==> src/sv/bmdt_pkg.sv <==
`timescale 1ns / 1ps
// Shared types and constants for the bit matrix degree tracker.
package bmdt_pkg;

  localparam int ROW_W = 6;
  localparam int COL_W = 6;
  localparam int DEG_W = 7;
  localparam int CNT_W = 13;
  localparam int CFG_W = 7;
  localparam int CFG_IDX_W = 1;

  typedef logic [CFG_W-1:0] cfg_val_t;
  typedef logic [DEG_W-1:0] deg_t;
  typedef logic [CNT_W-1:0] cnt_t;
  typedef logic [CFG_IDX_W-1:0] cfg_idx_t;

  typedef enum logic [1:0] {
    KIND_QUERY  = 2'd0,
    KIND_ADD    = 2'd1,
    KIND_REMOVE = 2'd2
  } kind_e;

  typedef enum logic [1:0] {
    STATUS_OK           = 2'd0,
    STATUS_DUPLICATE    = 2'd1,
    STATUS_OUT_OF_RANGE = 2'd2
  } status_e;

  localparam cfg_idx_t CFG_ROWS_IN_USE = 1'b0;
  localparam cfg_idx_t CFG_COLS_IN_USE = 1'b1;

  localparam cfg_val_t CFG_RESET = 7'd64;

  typedef struct packed {
    logic [1:0]       kind;
    logic [ROW_W-1:0] row;
    logic [COL_W-1:0] col;
  } in_item_t;

  typedef struct packed {
    logic       was_set;
    logic [1:0] status;
    deg_t       row_degree;
    deg_t       col_degree;
    deg_t       max_row_degree;
    deg_t       max_col_degree;
    cnt_t       total_set;
  } out_item_t;

  // Controller to datapath
  typedef struct packed {
    logic capture;
    logic read;
    logic eval;
    logic scan;
    logic load;
  } ctrl_cmd_t;

  // Datapath to controller
  typedef struct packed {
    logic need_scan;
    logic scan_done;
  } dp_status_t;

endpackage

==> src/sv/bmdt_ctrl.sv <==
`timescale 1ns / 1ps
// Controller state machine: sequences read, update, rescan and result handoff.
module bmdt_ctrl (
  input  logic                   clk_i,
  input  logic                   rst_ni,
  input  logic                   in_valid_i,
  output logic                   in_stall_o,
  output logic                   out_valid_o,
  input  logic                   out_stall_i,
  input  bmdt_pkg::dp_status_t   status_i,
  output bmdt_pkg::ctrl_cmd_t    cmd_o
);

  typedef enum logic [2:0] {
    ST_IDLE,
    ST_READ,
    ST_EVAL,
    ST_SCAN,
    ST_DONE
  } state_e;

  state_e state_q;
  logic   out_valid_q;
  logic   out_free;

  assign out_free = ~out_valid_q | ~out_stall_i;

  assign in_stall_o  = (state_q != ST_IDLE);
  assign out_valid_o = out_valid_q;

  always_comb begin
    cmd_o         = '0;
    cmd_o.capture = (state_q == ST_IDLE) & in_valid_i;
    cmd_o.read    = (state_q == ST_READ);
    cmd_o.eval    = (state_q == ST_EVAL);
    cmd_o.scan    = (state_q == ST_SCAN);
    cmd_o.load    = (state_q == ST_DONE) & out_free;
  end

  always_ff @(posedge clk_i or negedge rst_ni) begin
    if (!rst_ni) begin
      state_q     <= ST_IDLE;
      out_valid_q <= 1'b0;
    end else begin
      if (cmd_o.load) begin
        out_valid_q <= 1'b1;
      end else if (out_valid_q && !out_stall_i) begin
        out_valid_q <= 1'b0;
      end
      unique case (state_q)
        ST_IDLE: begin
          if (in_valid_i) state_q <= ST_READ;
        end
        ST_READ: begin
          state_q <= ST_EVAL;
        end
        ST_EVAL: begin
          state_q <= status_i.need_scan ? ST_SCAN : ST_DONE;
        end
        ST_SCAN: begin
          if (status_i.scan_done) state_q <= ST_DONE;
        end
        ST_DONE: begin
          if (out_free) state_q <= ST_IDLE;
        end
        default: state_q <= ST_IDLE;
      endcase
    end
  end

endmodule

==> src/sv/bmdt_dpath.sv <==
`timescale 1ns / 1ps
// Datapath: matrix and degree memories, maxima, set count, rescan and result register.
module bmdt_dpath #(
  parameter int MAX_ROWS = 64,
  parameter int MAX_COLS = 64
) (
  input  logic                 clk_i,
  input  logic                 rst_ni,
  input  bmdt_pkg::ctrl_cmd_t  cmd_i,
  output bmdt_pkg::dp_status_t status_o,
  input  bmdt_pkg::in_item_t   in_item_i,
  input  bmdt_pkg::cfg_val_t   rows_in_use_i,
  input  bmdt_pkg::cfg_val_t   cols_in_use_i,
  output bmdt_pkg::out_item_t  out_item_o
);

  // Indexes beyond the field range are never addressed, so storage stops there.
  localparam int IDX_LIM_R = 1 << bmdt_pkg::ROW_W;
  localparam int IDX_LIM_C = 1 << bmdt_pkg::COL_W;
  localparam int NR  = (MAX_ROWS < IDX_LIM_R) ? MAX_ROWS : IDX_LIM_R;
  localparam int NC  = (MAX_COLS < IDX_LIM_C) ? MAX_COLS : IDX_LIM_C;
  localparam int RAW = $clog2(NR);
  localparam int CAW = $clog2(NC);
  localparam int SN  = (NR > NC) ? NR : NC;
  localparam int SCW = $clog2(SN + 1);

  typedef logic [SCW-1:0] scan_cnt_t;

  localparam bmdt_pkg::cfg_val_t ROW_LIM = bmdt_pkg::cfg_val_t'(NR);
  localparam bmdt_pkg::cfg_val_t COL_LIM = bmdt_pkg::cfg_val_t'(NC);
  localparam scan_cnt_t SCAN_END = scan_cnt_t'(SN);
  localparam scan_cnt_t SCAN_NR  = scan_cnt_t'(NR);
  localparam scan_cnt_t SCAN_NC  = scan_cnt_t'(NC);

  // Memories; entries not yet written read as zero through the valid bits
  logic [NC-1:0]        mat_mem   [NR];
  bmdt_pkg::deg_t       rdeg_mem  [NR];
  bmdt_pkg::deg_t       cdeg_mem  [NC];
  logic [NR-1:0]        mat_vld_q;
  logic [NR-1:0]        rdeg_vld_q;
  logic [NC-1:0]        cdeg_vld_q;

  logic [NC-1:0]        mat_rd_q;
  logic                 mat_vld_rd_q;
  bmdt_pkg::deg_t       rdeg_rd_q;
  logic                 rdeg_vld_rd_q;
  bmdt_pkg::deg_t       cdeg_rd_q;
  logic                 cdeg_vld_rd_q;

  bmdt_pkg::in_item_t   item_q;
  logic                 in_range_q;
  bmdt_pkg::deg_t       max_row_q;
  bmdt_pkg::deg_t       max_col_q;
  bmdt_pkg::cnt_t       total_q;

  scan_cnt_t            scan_cnt_q;
  logic                 run_row_q;
  logic                 run_col_q;
  logic                 srv_q;
  logic                 scv_q;

  logic                 res_was_q;
  logic [1:0]           res_status_q;
  bmdt_pkg::deg_t       res_rd_q;
  bmdt_pkg::deg_t       res_cd_q;
  bmdt_pkg::out_item_t  res_q;

  logic [RAW-1:0]       row_idx;
  logic [CAW-1:0]       col_idx;
  logic [RAW-1:0]       rdeg_addr;
  logic [CAW-1:0]       cdeg_addr;
  logic                 rdeg_re;
  logic                 cdeg_re;
  logic                 scan_issue_r;
  logic                 scan_issue_c;
  logic                 in_range;

  logic [NC-1:0]        row_cur;
  logic [NC-1:0]        row_wdata;
  bmdt_pkg::deg_t       rd_cur;
  bmdt_pkg::deg_t       cd_cur;
  bmdt_pkg::deg_t       rd_new;
  bmdt_pkg::deg_t       cd_new;
  bmdt_pkg::deg_t       scan_rd;
  bmdt_pkg::deg_t       scan_cd;
  logic                 was;
  logic                 is_add;
  logic                 is_rem;
  logic                 do_add;
  logic                 do_rem;
  logic                 do_write;
  logic                 need_row;
  logic                 need_col;
  logic [1:0]           status_code;

  assign row_idx = item_q.row[RAW-1:0];
  assign col_idx = item_q.col[CAW-1:0];

  assign in_range = (bmdt_pkg::cfg_val_t'(in_item_i.row) < rows_in_use_i) &&
                    (bmdt_pkg::cfg_val_t'(in_item_i.row) < ROW_LIM) &&
                    (bmdt_pkg::cfg_val_t'(in_item_i.col) < cols_in_use_i) &&
                    (bmdt_pkg::cfg_val_t'(in_item_i.col) < COL_LIM);

  // Degree read ports: addressed entry on a read, sweep index during a rescan
  assign scan_issue_r = cmd_i.scan & (scan_cnt_q < SCAN_NR);
  assign scan_issue_c = cmd_i.scan & (scan_cnt_q < SCAN_NC);
  assign rdeg_re      = cmd_i.read | scan_issue_r;
  assign cdeg_re      = cmd_i.read | scan_issue_c;
  assign rdeg_addr    = cmd_i.read ? row_idx : scan_cnt_q[RAW-1:0];
  assign cdeg_addr    = cmd_i.read ? col_idx : scan_cnt_q[CAW-1:0];

  // Update evaluation
  always_comb begin
    row_cur   = mat_vld_rd_q ? mat_rd_q : '0;
    rd_cur    = rdeg_vld_rd_q ? rdeg_rd_q : '0;
    cd_cur    = cdeg_vld_rd_q ? cdeg_rd_q : '0;
    was       = in_range_q & row_cur[col_idx];
    is_add    = (item_q.kind == bmdt_pkg::KIND_ADD);
    is_rem    = (item_q.kind == bmdt_pkg::KIND_REMOVE);
    do_add    = in_range_q & is_add & ~was;
    do_rem    = in_range_q & is_rem & was;
    do_write  = do_add | do_rem;
    row_wdata = row_cur;
    row_wdata[col_idx] = do_add;
    if (do_add) begin
      rd_new = rd_cur + bmdt_pkg::deg_t'(1);
      cd_new = cd_cur + bmdt_pkg::deg_t'(1);
    end else if (do_rem) begin
      rd_new = rd_cur - bmdt_pkg::deg_t'(1);
      cd_new = cd_cur - bmdt_pkg::deg_t'(1);
    end else begin
      rd_new = rd_cur;
      cd_new = cd_cur;
    end
    // only a remove from a row or column sitting at the maximum can lower it
    need_row = do_rem & (rd_cur == max_row_q);
    need_col = do_rem & (cd_cur == max_col_q);
    if (!in_range_q) begin
      status_code = bmdt_pkg::STATUS_OUT_OF_RANGE;
    end else if (is_add && was) begin
      status_code = bmdt_pkg::STATUS_DUPLICATE;
    end else begin
      status_code = bmdt_pkg::STATUS_OK;
    end
  end

  assign scan_rd = rdeg_vld_rd_q ? rdeg_rd_q : '0;
  assign scan_cd = cdeg_vld_rd_q ? cdeg_rd_q : '0;

  assign status_o.need_scan = need_row | need_col;
  assign status_o.scan_done = (scan_cnt_q == SCAN_END);

  // Memory ports
  always_ff @(posedge clk_i) begin
    if (cmd_i.read) begin
      mat_rd_q     <= mat_mem[row_idx];
      mat_vld_rd_q <= mat_vld_q[row_idx];
    end
    if (rdeg_re) begin
      rdeg_rd_q     <= rdeg_mem[rdeg_addr];
      rdeg_vld_rd_q <= rdeg_vld_q[rdeg_addr];
    end
    if (cdeg_re) begin
      cdeg_rd_q     <= cdeg_mem[cdeg_addr];
      cdeg_vld_rd_q <= cdeg_vld_q[cdeg_addr];
    end
    if (cmd_i.eval && do_write) begin
      mat_mem[row_idx]  <= row_wdata;
      rdeg_mem[row_idx] <= rd_new;
      cdeg_mem[col_idx] <= cd_new;
    end
  end

  // Payload registers
  always_ff @(posedge clk_i) begin
    if (cmd_i.capture) begin
      item_q     <= in_item_i;
      in_range_q <= in_range;
    end
    if (cmd_i.eval) begin
      res_was_q    <= was;
      res_status_q <= status_code;
      res_rd_q     <= in_range_q ? rd_new : '0;
      res_cd_q     <= in_range_q ? cd_new : '0;
    end
    if (cmd_i.load) begin
      res_q.was_set        <= res_was_q;
      res_q.status         <= res_status_q;
      res_q.row_degree     <= res_rd_q;
      res_q.col_degree     <= res_cd_q;
      res_q.max_row_degree <= max_row_q;
      res_q.max_col_degree <= max_col_q;
      res_q.total_set      <= total_q;
    end
  end

  // Valid bits, maxima, count and rescan control
  always_ff @(posedge clk_i or negedge rst_ni) begin
    if (!rst_ni) begin
      mat_vld_q  <= '0;
      rdeg_vld_q <= '0;
      cdeg_vld_q <= '0;
      max_row_q  <= '0;
      max_col_q  <= '0;
      total_q    <= '0;
      scan_cnt_q <= '0;
      run_row_q  <= 1'b0;
      run_col_q  <= 1'b0;
      srv_q      <= 1'b0;
      scv_q      <= 1'b0;
    end else begin
      srv_q <= scan_issue_r;
      scv_q <= scan_issue_c;
      if (cmd_i.eval) begin
        scan_cnt_q <= '0;
        run_row_q  <= need_row;
        run_col_q  <= need_col;
        if (do_write) begin
          mat_vld_q[row_idx]  <= 1'b1;
          rdeg_vld_q[row_idx] <= 1'b1;
          cdeg_vld_q[col_idx] <= 1'b1;
        end
        if (do_add) begin
          total_q <= total_q + bmdt_pkg::cnt_t'(1);
          if (rd_new > max_row_q) max_row_q <= rd_new;
          if (cd_new > max_col_q) max_col_q <= cd_new;
        end else if (do_rem) begin
          total_q <= total_q - bmdt_pkg::cnt_t'(1);
          if (need_row) max_row_q <= '0;
          if (need_col) max_col_q <= '0;
        end
      end else if (cmd_i.scan) begin
        if (scan_cnt_q != SCAN_END) scan_cnt_q <= scan_cnt_q + scan_cnt_t'(1);
        if (run_row_q && srv_q && (scan_rd > max_row_q)) max_row_q <= scan_rd;
        if (run_col_q && scv_q && (scan_cd > max_col_q)) max_col_q <= scan_cd;
      end
    end
  end

  assign out_item_o = res_q;

  // A degree reported with a result never exceeds the maximum or the total
  a_row_le_max : assert property (@(posedge clk_i) disable iff (!rst_ni)
    cmd_i.load |=> (res_q.row_degree <= res_q.max_row_degree))
    else $error("row degree above row maximum");

  a_col_le_max : assert property (@(posedge clk_i) disable iff (!rst_ni)
    cmd_i.load |=> (res_q.col_degree <= res_q.max_col_degree))
    else $error("column degree above column maximum");

  a_max_le_total : assert property (@(posedge clk_i) disable iff (!rst_ni)
    cmd_i.load |=> (bmdt_pkg::cnt_t'(res_q.max_row_degree) <= res_q.total_set))
    else $error("row maximum above set count");

  a_scan_bound : assert property (@(posedge clk_i) disable iff (!rst_ni)
    cmd_i.scan |-> (scan_cnt_q <= SCAN_END))
    else $error("rescan index ran past the end");

endmodule

==> src/sv/bit_matrix_degree_tracker_top.sv <==
`timescale 1ns / 1ps
// Top level of the bit matrix degree tracker: configuration registers and unit wiring.
//
//  channel  | handshake                   | payload
//  ---------+-----------------------------+--------------------------------
//  in       | in_valid_i / in_stall_o     | in_item_i  (kind, row, col)
//  out      | out_valid_o / out_stall_i   | out_item_o (was_set .. total_set)
//  cfg      | cfg_we_i                    | cfg_idx_i, cfg_wdata_i
//
// One item at a time: each transfer steps through accept, read, update and result.
// A remove from a row or column sitting at its maximum degree adds a sweep of
// the degree memories that finds the new maximum.
// Reset clears the matrix and counts at once through per-entry valid bits.
// A held result waits in the output register; a stalled output holds the
// controller in its handoff state before the next transfer is taken.
module bit_matrix_degree_tracker_top #(
  parameter int MAX_ROWS = 64,
  parameter int MAX_COLS = 64
) (
  input  logic                 clk_i,
  input  logic                 rst_ni,
  input  logic                 in_valid_i,
  output logic                 in_stall_o,
  input  bmdt_pkg::in_item_t   in_item_i,
  output logic                 out_valid_o,
  input  logic                 out_stall_i,
  output bmdt_pkg::out_item_t  out_item_o,
  input  logic                 cfg_we_i,
  input  bmdt_pkg::cfg_idx_t   cfg_idx_i,
  input  bmdt_pkg::cfg_val_t   cfg_wdata_i
);

  bmdt_pkg::cfg_val_t   rows_in_use_q;
  bmdt_pkg::cfg_val_t   cols_in_use_q;
  bmdt_pkg::ctrl_cmd_t  cmd;
  bmdt_pkg::dp_status_t dp_status;

  always_ff @(posedge clk_i or negedge rst_ni) begin
    if (!rst_ni) begin
      rows_in_use_q <= bmdt_pkg::CFG_RESET;
      cols_in_use_q <= bmdt_pkg::CFG_RESET;
    end else if (cfg_we_i) begin
      unique case (cfg_idx_i)
        bmdt_pkg::CFG_ROWS_IN_USE: rows_in_use_q <= cfg_wdata_i;
        bmdt_pkg::CFG_COLS_IN_USE: cols_in_use_q <= cfg_wdata_i;
        default: ;
      endcase
    end
  end

  bmdt_ctrl u_ctrl (
    .clk_i       (clk_i),
    .rst_ni      (rst_ni),
    .in_valid_i  (in_valid_i),
    .in_stall_o  (in_stall_o),
    .out_valid_o (out_valid_o),
    .out_stall_i (out_stall_i),
    .status_i    (dp_status),
    .cmd_o       (cmd)
  );

  bmdt_dpath #(
    .MAX_ROWS (MAX_ROWS),
    .MAX_COLS (MAX_COLS)
  ) u_dpath (
    .clk_i         (clk_i),
    .rst_ni        (rst_ni),
    .cmd_i         (cmd),
    .status_o      (dp_status),
    .in_item_i     (in_item_i),
    .rows_in_use_i (rows_in_use_q),
    .cols_in_use_i (cols_in_use_q),
    .out_item_o    (out_item_o)
  );

endmodule
==> config.mk <==
export PLATFORM = sky130hd
export DESIGN_NAME = bit_matrix_degree_tracker_top
export DESIGN_NICKNAME = d
export VERILOG_FILES = /design/src/sv/bmdt_pkg.sv /design/src/sv/bmdt_ctrl.sv /design/src/sv/bmdt_dpath.sv /design/src/sv/bit_matrix_degree_tracker_top.sv
export SDC_FILE = /design/constraint.sdc
export NUM_CORES = 2
export LEC_CHECK = 0
export BUFFER_PORTS_ARGS = -buffer_cell sky130_fd_sc_hd__buf_2
export CAP_MARGIN = 10
export CORE_UTILIZATION = 33
export CTS_CLUSTER_DIAMETER = 30
export CTS_CLUSTER_SIZE = 14
export DETAILED_ROUTE_END_ITERATION = 10
export PLACE_DENSITY_LB_ADDON = 0.1
export SETUP_SLACK_MARGIN = 0.5
export SLEW_MARGIN = 5
export SYNTH_ARGS = -nofsm -noshare
export SYNTH_HDL_FRONTEND = slang
export SYNTH_HIERARCHICAL = 1
export SYNTH_MEMORY_MAX_BITS = 65536
export SYNTH_SLANG_ARGS = --single-unit
==> constraint.sdc <==
create_clock -name clk_i -period 23.7 [get_ports clk_i]
set_input_delay 2.37 -clock clk_i [delete_from_list [all_inputs] [get_ports clk_i]]
set_output_delay 2.37 -clock clk_i [all_outputs]
set_load 0.02 [all_outputs]
Yosys cells after proc, flatten, opt, wreduce, memory -nomap -nowiden:

Memories as Yosys holds them, arrays and structs flattened. A register that Yosys moved wholly into a read port is not among the register bits.
Index checks and enable logic that the tools add are counted.

* $add $sub $neg: 7
* order comparisons: 13
* equal/unequal tests: 18
* mux-type cells: 51
* bitwise gates (word level): 21
* reductions and logical operators: 27

Operators with widths (number)
* bitwise OR 64 bit: 3
* 2-to-1 mux 7 bit: 23
* bitwise mux 64 bit: 1
* 2-to-1 mux 64 bit: 1
* greater-than comparator 7 bit: 4
* < comparator 6 x 7 -> 1 bit, second input constant: 4
* 2-to-1 mux 13 bit: 2
* binary-select mux 1 bit (select 6 bit): 4
* adder 7 x 1 -> 7 bit, second input constant: 3
* inequality test 3 bit, second input constant: 5
* one-hot mux 3 bit (5 select lines): 1
* equality test 7 bit: 2
* < comparator 6 x 7 -> 1 bit: 2
* subtractor 7 x 1 -> 7 bit, second input constant: 2
* adder 13 x 1 -> 13 bit, second input constant: 1
* subtractor 13 x 1 -> 13 bit, second input constant: 1
* demux 1 bit (select 6 bit): 2
* greater-or-equal comparator 6 x 1 -> 1 bit, second input constant: 2
* 2-to-1 mux 3 bit: 4
* 2-to-1 mux 6 bit: 2
* nonzero test 2 bit: 6
* 2-to-1 mux 1 bit: 11
* bitwise AND 1 bit: 10
* logical AND 1 bit: 10
* other kinds (18): 31

* bits in registers: 326
* RAM bits: 4992
* bits of input ports: 27
* output and inout port bits: 46
* logic and storage cells: 172
* memories kept: 3

Memory list
* u_dpath.mat_mem: depth 64, width 64, rd ports 1, clocked after Yosys merged registers in 1, wr ports 1, line bmdt_dpath.sv:36 `logic [NC-1:0] mat_mem [NR];`
* u_dpath.cdeg_mem: depth 64, width 7, rd ports 1, clocked after Yosys merged registers in 1, wr ports 1, line bmdt_dpath.sv:38 `bmdt_pkg::deg_t cdeg_mem [NC];`
* u_dpath.rdeg_mem: depth 64, width 7, rd ports 1, clocked after Yosys merged registers in 1, wr ports 1, line bmdt_dpath.sv:37 `bmdt_pkg::deg_t rdeg_mem [NR];`

Longest topological paths before layout:

* word-level depth: 11
* depth in mapped cells: 22
* mapped depth without buffers: 18

Cells and area by module:

Netlist, hierarchy kept.

By module, submodules not included
* bmdt_dpath: instances 1, cells each 10657, area an instance 199256.1 um^2, sequential area each 160348.8 um^2
* bit_matrix_degree_tracker_top: instances 1, cells each 31, area an instance 568.0 um^2, sequential area each 352.8 um^2
* bmdt_ctrl: instances 1, cells each 28, area an instance 242.7 um^2, sequential area each 100.1 um^2

Worst setup path before layout:

No wires, ideal clock.

* kind: register to register
* start point: register u_ctrl.state_q[0]
* end point: register u_dpath.rdeg_rd_q[0] (read register of u_dpath.rdeg_mem) (data pin)
* library setup time: 0.270 ns
* arrival time: 7.753 ns
* required time: 23.430 ns
* setup slack: 15.676 ns
* stages on the path, launching flop included: 15
* path buffers: 5
* clock period less this slack: 8.024 ns
* cells stage by stage: dfrtp_1 buf_6 inv_1 nor3_1 buf_2 nor2_1 a21oi_1 buf_2 buf_1 buf_2 mux4_2 a211oi_1 a31oi_1 a211oi_1 a21oi_1

RTL lines
* start, declared: line bmdt_ctrl.sv:22 `state_e state_q;`
* start signal, assigned: line bmdt_ctrl.sv:58 `state_q <= status_i.need_scan ? ST_SCAN : ST_DONE;`
* end, declared: line bmdt_dpath.sv:45 `bmdt_pkg::deg_t rdeg_rd_q;`

Worst setup path after layout:

* start point: register u_dpath.mat_vld_rd_q
* end point: register u_dpath.max_row_q[5]

* word-level cells in the longest chain between the ends: 10
* elaborated cells between the ends (all ways): 18
* those cells by class: order compare (1); eq/ne (3); mux (8); bitwise (5); reduce/logical (1)

Ends and longest elaborated chain
* start, declared: line bmdt_dpath.sv:44 `logic mat_vld_rd_q;`
* start signal, assigned: line bmdt_dpath.sv:157 `mat_vld_rd_q <= mat_vld_q[row_idx];`
* 2-to-1 mux 64 bit (*): line bmdt_dpath.sv:114 `row_cur = mat_vld_rd_q ? mat_rd_q : '0;`
* binary-select mux 1 bit (select 6 bit) (*): line bmdt_dpath.sv:117 `was = in_range_q & row_cur[col_idx];`
* 2-to-1 mux 1 bit (not written as such) (*): line bmdt_dpath.sv:117
* bitwise AND 1 bit (*): line bmdt_dpath.sv:117
* bitwise AND 1 bit / inverter 1 bit (equally long branches): line bmdt_dpath.sv:121, bmdt_dpath.sv:120
* 2-to-1 mux 7 bit / bitwise AND 1 bit (equally long branches): line bmdt_dpath.sv:128, bmdt_dpath.sv:120
* 2-to-1 mux 7 bit (*): line bmdt_dpath.sv:125 `if (do_add) begin`
* named net u_dpath.rd_new[1]: line bmdt_dpath.sv:82 `bmdt_pkg::deg_t rd_new;`
* greater-than comparator 7 bit (*): line bmdt_dpath.sv:225 `if (rd_new > max_row_q) max_row_q <= rd_new;`
* inequality test 3 bit (no source line) (*)
* AND reduction 5 bit (no source line) (*)
* end signal, assigned: line bmdt_dpath.sv:225
* end signal, assigned: line bmdt_dpath.sv:234 `if (run_row_q && srv_q && (scan_rd > max_row_q)) max_row_q <= scan_rd;`
* end, declared: line bmdt_dpath.sv:52 `bmdt_pkg::deg_t max_row_q;`

Mark *: on every way through the listed nets, which the timed path passes. The rest lies on a longest branch. The select of a mux whose other input is x is not followed.
A chain may end at the register's enable or synchronous reset.

==> results_dict.tcl <==
set metrics [dict create \
    drc 0 \
    critPathMaxStageDelay_ps 690 \
    antenna_found_initial 68 \
    fmaxAchievable_ghz 0.145 \
    io_buffers 72 \
    cp_slowest_cell "buf_4" \
    first_pass_iters 9 \
    min_path_type "reg -> reg" \
    cts_made_buffers 1262 \
    yosys.area.top_type "edfxtp_1" \
    reg2reg_slack_ps 16810 \
    grt_pass1_wl_um 1030000 \
    period_minus_slack_ps 6890 \
    yosysTopAreaCellShare_pct 77.3 \
    grt_remaining_overflow 0 \
    clk_pin_slew_ps 40 \
    synth_most_common_cell "edfxtp_1" \
    critPathKind "reg -> reg" \
    min-delay-start "u_dpath/res_cd_q[4]" \
    tritoncts "yes" \
    met3_usage_pct 6.13 \
    ant_nets 0 \
    ff2ff_path_depth 20 \
    grt.met2_usage_pct 38.6 \
    crit_path_end_kind "flip-flop" \
    drv_cap 0 \
    grt_max_degree 129 \
    tightest_slew_ps 1360 \
    grt_pass1_vias 119000 \
    p_total_mw 34.2 \
    slew_headroom_pct 9.34 \
    fin_tns_setup_ps 0 \
    top_usage_layer "met2" \
    synth.net_count 10800 \
    finalCritPeriodShare_pct 29.1 \
    routedWlPerCell_um 36.6 \
    met1_usage_pct 32.7 \
    wl_um 761000 \
    dieArea_mm2 0.609 \
    h-tree-depth 7 \
    ioPinCount 73 \
    cts.sinks 5396 \
    crit_fanout 86 \
    synth_area_mm2 0.200 \
    finalSetupViolCount 0 \
    die_h_um 781 \
    row_count 285 \
    initial_core_util_pct 33.2 \
    grt_use_total_pct 24.5 \
    gp_congestion 0.817 \
    finalCoreUtilization_pct 42.2 \
    powerDensity_mw_per_mm2 135 \
    power.leakage_nw 83.8 \
    synth_area_leaders "edfxtp_1 77%, a22oi_1 6.2%, dfrtp_1 3.1%, mux4_2 2.9%, clkbuf_1 1.1%" \
    avgSynthCellArea_um2 18.7 \
    synth_edf_count 5149 \
    synth_cell_type_count 76 \
    cp-start-kind "flip-flop" \
    hold_depth 0 \
    yosysSeqAreaShare_pct 80.4 \
    first_iter_violations 14000 \
    route.vias.total 119000 \
    vdd_drop_max_mv 0.110 \
    crit_chain "buf_4 > nand2_1 > a22oi_1 > nor2_1 > o41ai_2 > nand4_1 > nor2_1 > nand2_1 > o21ai_0 > o21a_2 > buf_4 > ha_1 > nor2b_1 > o21a_1 > o21a_1 > o21ai_0 > a21oi_1 > o211ai_1 > o311a_1 > mux2_2" \
    status "completed" \
    r2r-end "u_dpath/max_row_q[5]" \
    layout_setup_ws_ps 16810 \
    nNetsFinal 11900 \
    async_flop_share_pct 4.58 \
    finalHoldViolCount 0 \
    yosys-top-cells-count "5,149 x edfxtp_1, 1,663 x a22oi_1, 564 x clkbuf_1" \
    worst_ep_arrival_time_ps 7910 \
    yosys_warnings 6 \
    syn_to_final_growth_pct 27.2 \
    die_w_um 781 \
    place_worst_setup_slack_ps 16880 \
    synth_ff_type "edfxtp_1" \
    cp_data_required_time_ps 24720 \
    grt_setup_unrepaired "no" \
    hpwl_um 420000 \
    cts_resized 0 \
    holdPathEnd "u_dpath/out_item_o[31]" \
    cts_root_buf "clkbuf_16" \
    fin_worst_skew_ps 70.8 \
    cts_setup_buffers 0 \
    coreArea_mm2 0.603 \
    via_per_inst 5.72 \
    ys_seq_elements 5396 \
    slew_violations 0 \
    clkLatencyLatePin_ps 1220 \
    clk_path_buf_depth 5 \
    drive_gt1_share_pct 24.4 \
    syn_inst 10700 \
    hold_buffers 0 \
    r2r_start "u_dpath/mat_vld_rd_q" \
]
layout by cell type, fill, tap and decap left out, types with 152 or more instances in the layout:
master	synthesis	final
edfxtp_1	5149	5149
a22oi_1	1663	1663
clkbuf_16	0	1287
buf_4	15	446
mux4_2	258	258
dfrtp_1	245	245
a31oi_1	245	244
clkinv_2	0	236
nand2_1	234	233
a22o_1	217	217
a221oi_1	213	213
a21oi_1	219	207
a41oi_1	179	178
bufinv_16	0	163
clkbuf_1	564	158
clkinv_1	0	152
critical path, delay by kind of cell (launching register included):
family | cells | cell delay (ps)
buffers and inverters | 2 | 1250
and+or+nand+nor | 6 | 1880
muxes | 1 | 390
AOI/OAI and AO/OA | 10 | 2460
adders and majority gates | 1 | 380
DFF | 1 | 320
sequential cells by signal, indices dropped and copies added, names as in the netlist, 13 cells and up:
name and cells:
u_dpath/mat_mem 4096, u_dpath/total_q 13, u_dpath/rdeg_vld_q 64, u_dpath/mat_rd_q 64
u_dpath/cdeg_mem 448, u_dpath/cdeg_vld_q 64, u_dpath/rdeg_mem 448, u_dpath/out_item_o 44
u_dpath/mat_vld_q 64
area by class of cell:
cell class / count / area, um2
multi-input cells: 4556 / 37700
flip-flops and latches: 5396 / 161000
well taps: 8036 / 10100
fillers: 52900 / 349000
inverters: 51 / 199
repair buffers: 556 / 4330
clock buffers: 1462 / 33000
diodes: 19 / 47.5
clock inverters: 742 / 8250
cells by family after synthesis:
logic type      Yosys count  synth area share [%]
mux                     328                  3.29
flops                  5396                  80.4
buf+inv                 764                  1.55
compound gates         3032                  11.3
simple gates           1112                  3.00
fa+ha+maj                56                 0.354
xor+xnor                 28                 0.123
per-stage QoR:
stage	hold WS, ps	instances	area [um2]
after CTS	412	20800	254000
after global placement	409	18600	213000
after floorplan	400	10700	200000
after detailed placement	413	18600	213000
after global routing	419	20800	254000
final	412	20800	254000
how the worst max path moves through the flow:
stage,slack [ps],start,to
2_1_floorplan,15680,u_ctrl/state_q[0],u_dpath/rdeg_rd_q[0]
3_3_place_gp,16620,u_dpath/mat_vld_rd_q,u_dpath/max_row_q[1]
3_5_place_dp,16880,u_dpath/mat_vld_rd_q,u_dpath/max_row_q[5]
4_1_cts,16850,u_dpath/mat_vld_rd_q,u_dpath/max_row_q[5]
5_1_grt,16410,u_dpath/mat_vld_rd_q,u_dpath/max_row_q[5]
6_report,16810,u_dpath/mat_vld_rd_q,u_dpath/max_row_q[5]
power breakdown:
part           leakage, nW  internal [mW]  total (mW)  switching, mW
combinational         13.2           1.39        5.49           4.10
clock                 20.1           11.6        16.9           5.23
sequential            50.5           11.8        11.9          0.123
total                 83.8           24.8        34.2           9.45
layer usage:
| layer | wire length (um) | vias to the layer above |
|---|---|---|
| li1 | - | 47900 |
| met1 | 317000 | 64000 |
| met2 | 356000 | 5903 |
| met3 | 63500 | 1286 |
| met4 | 25100 | 16 |
| met5 | 548 | - |
Power figures use the tool's default switching activity.
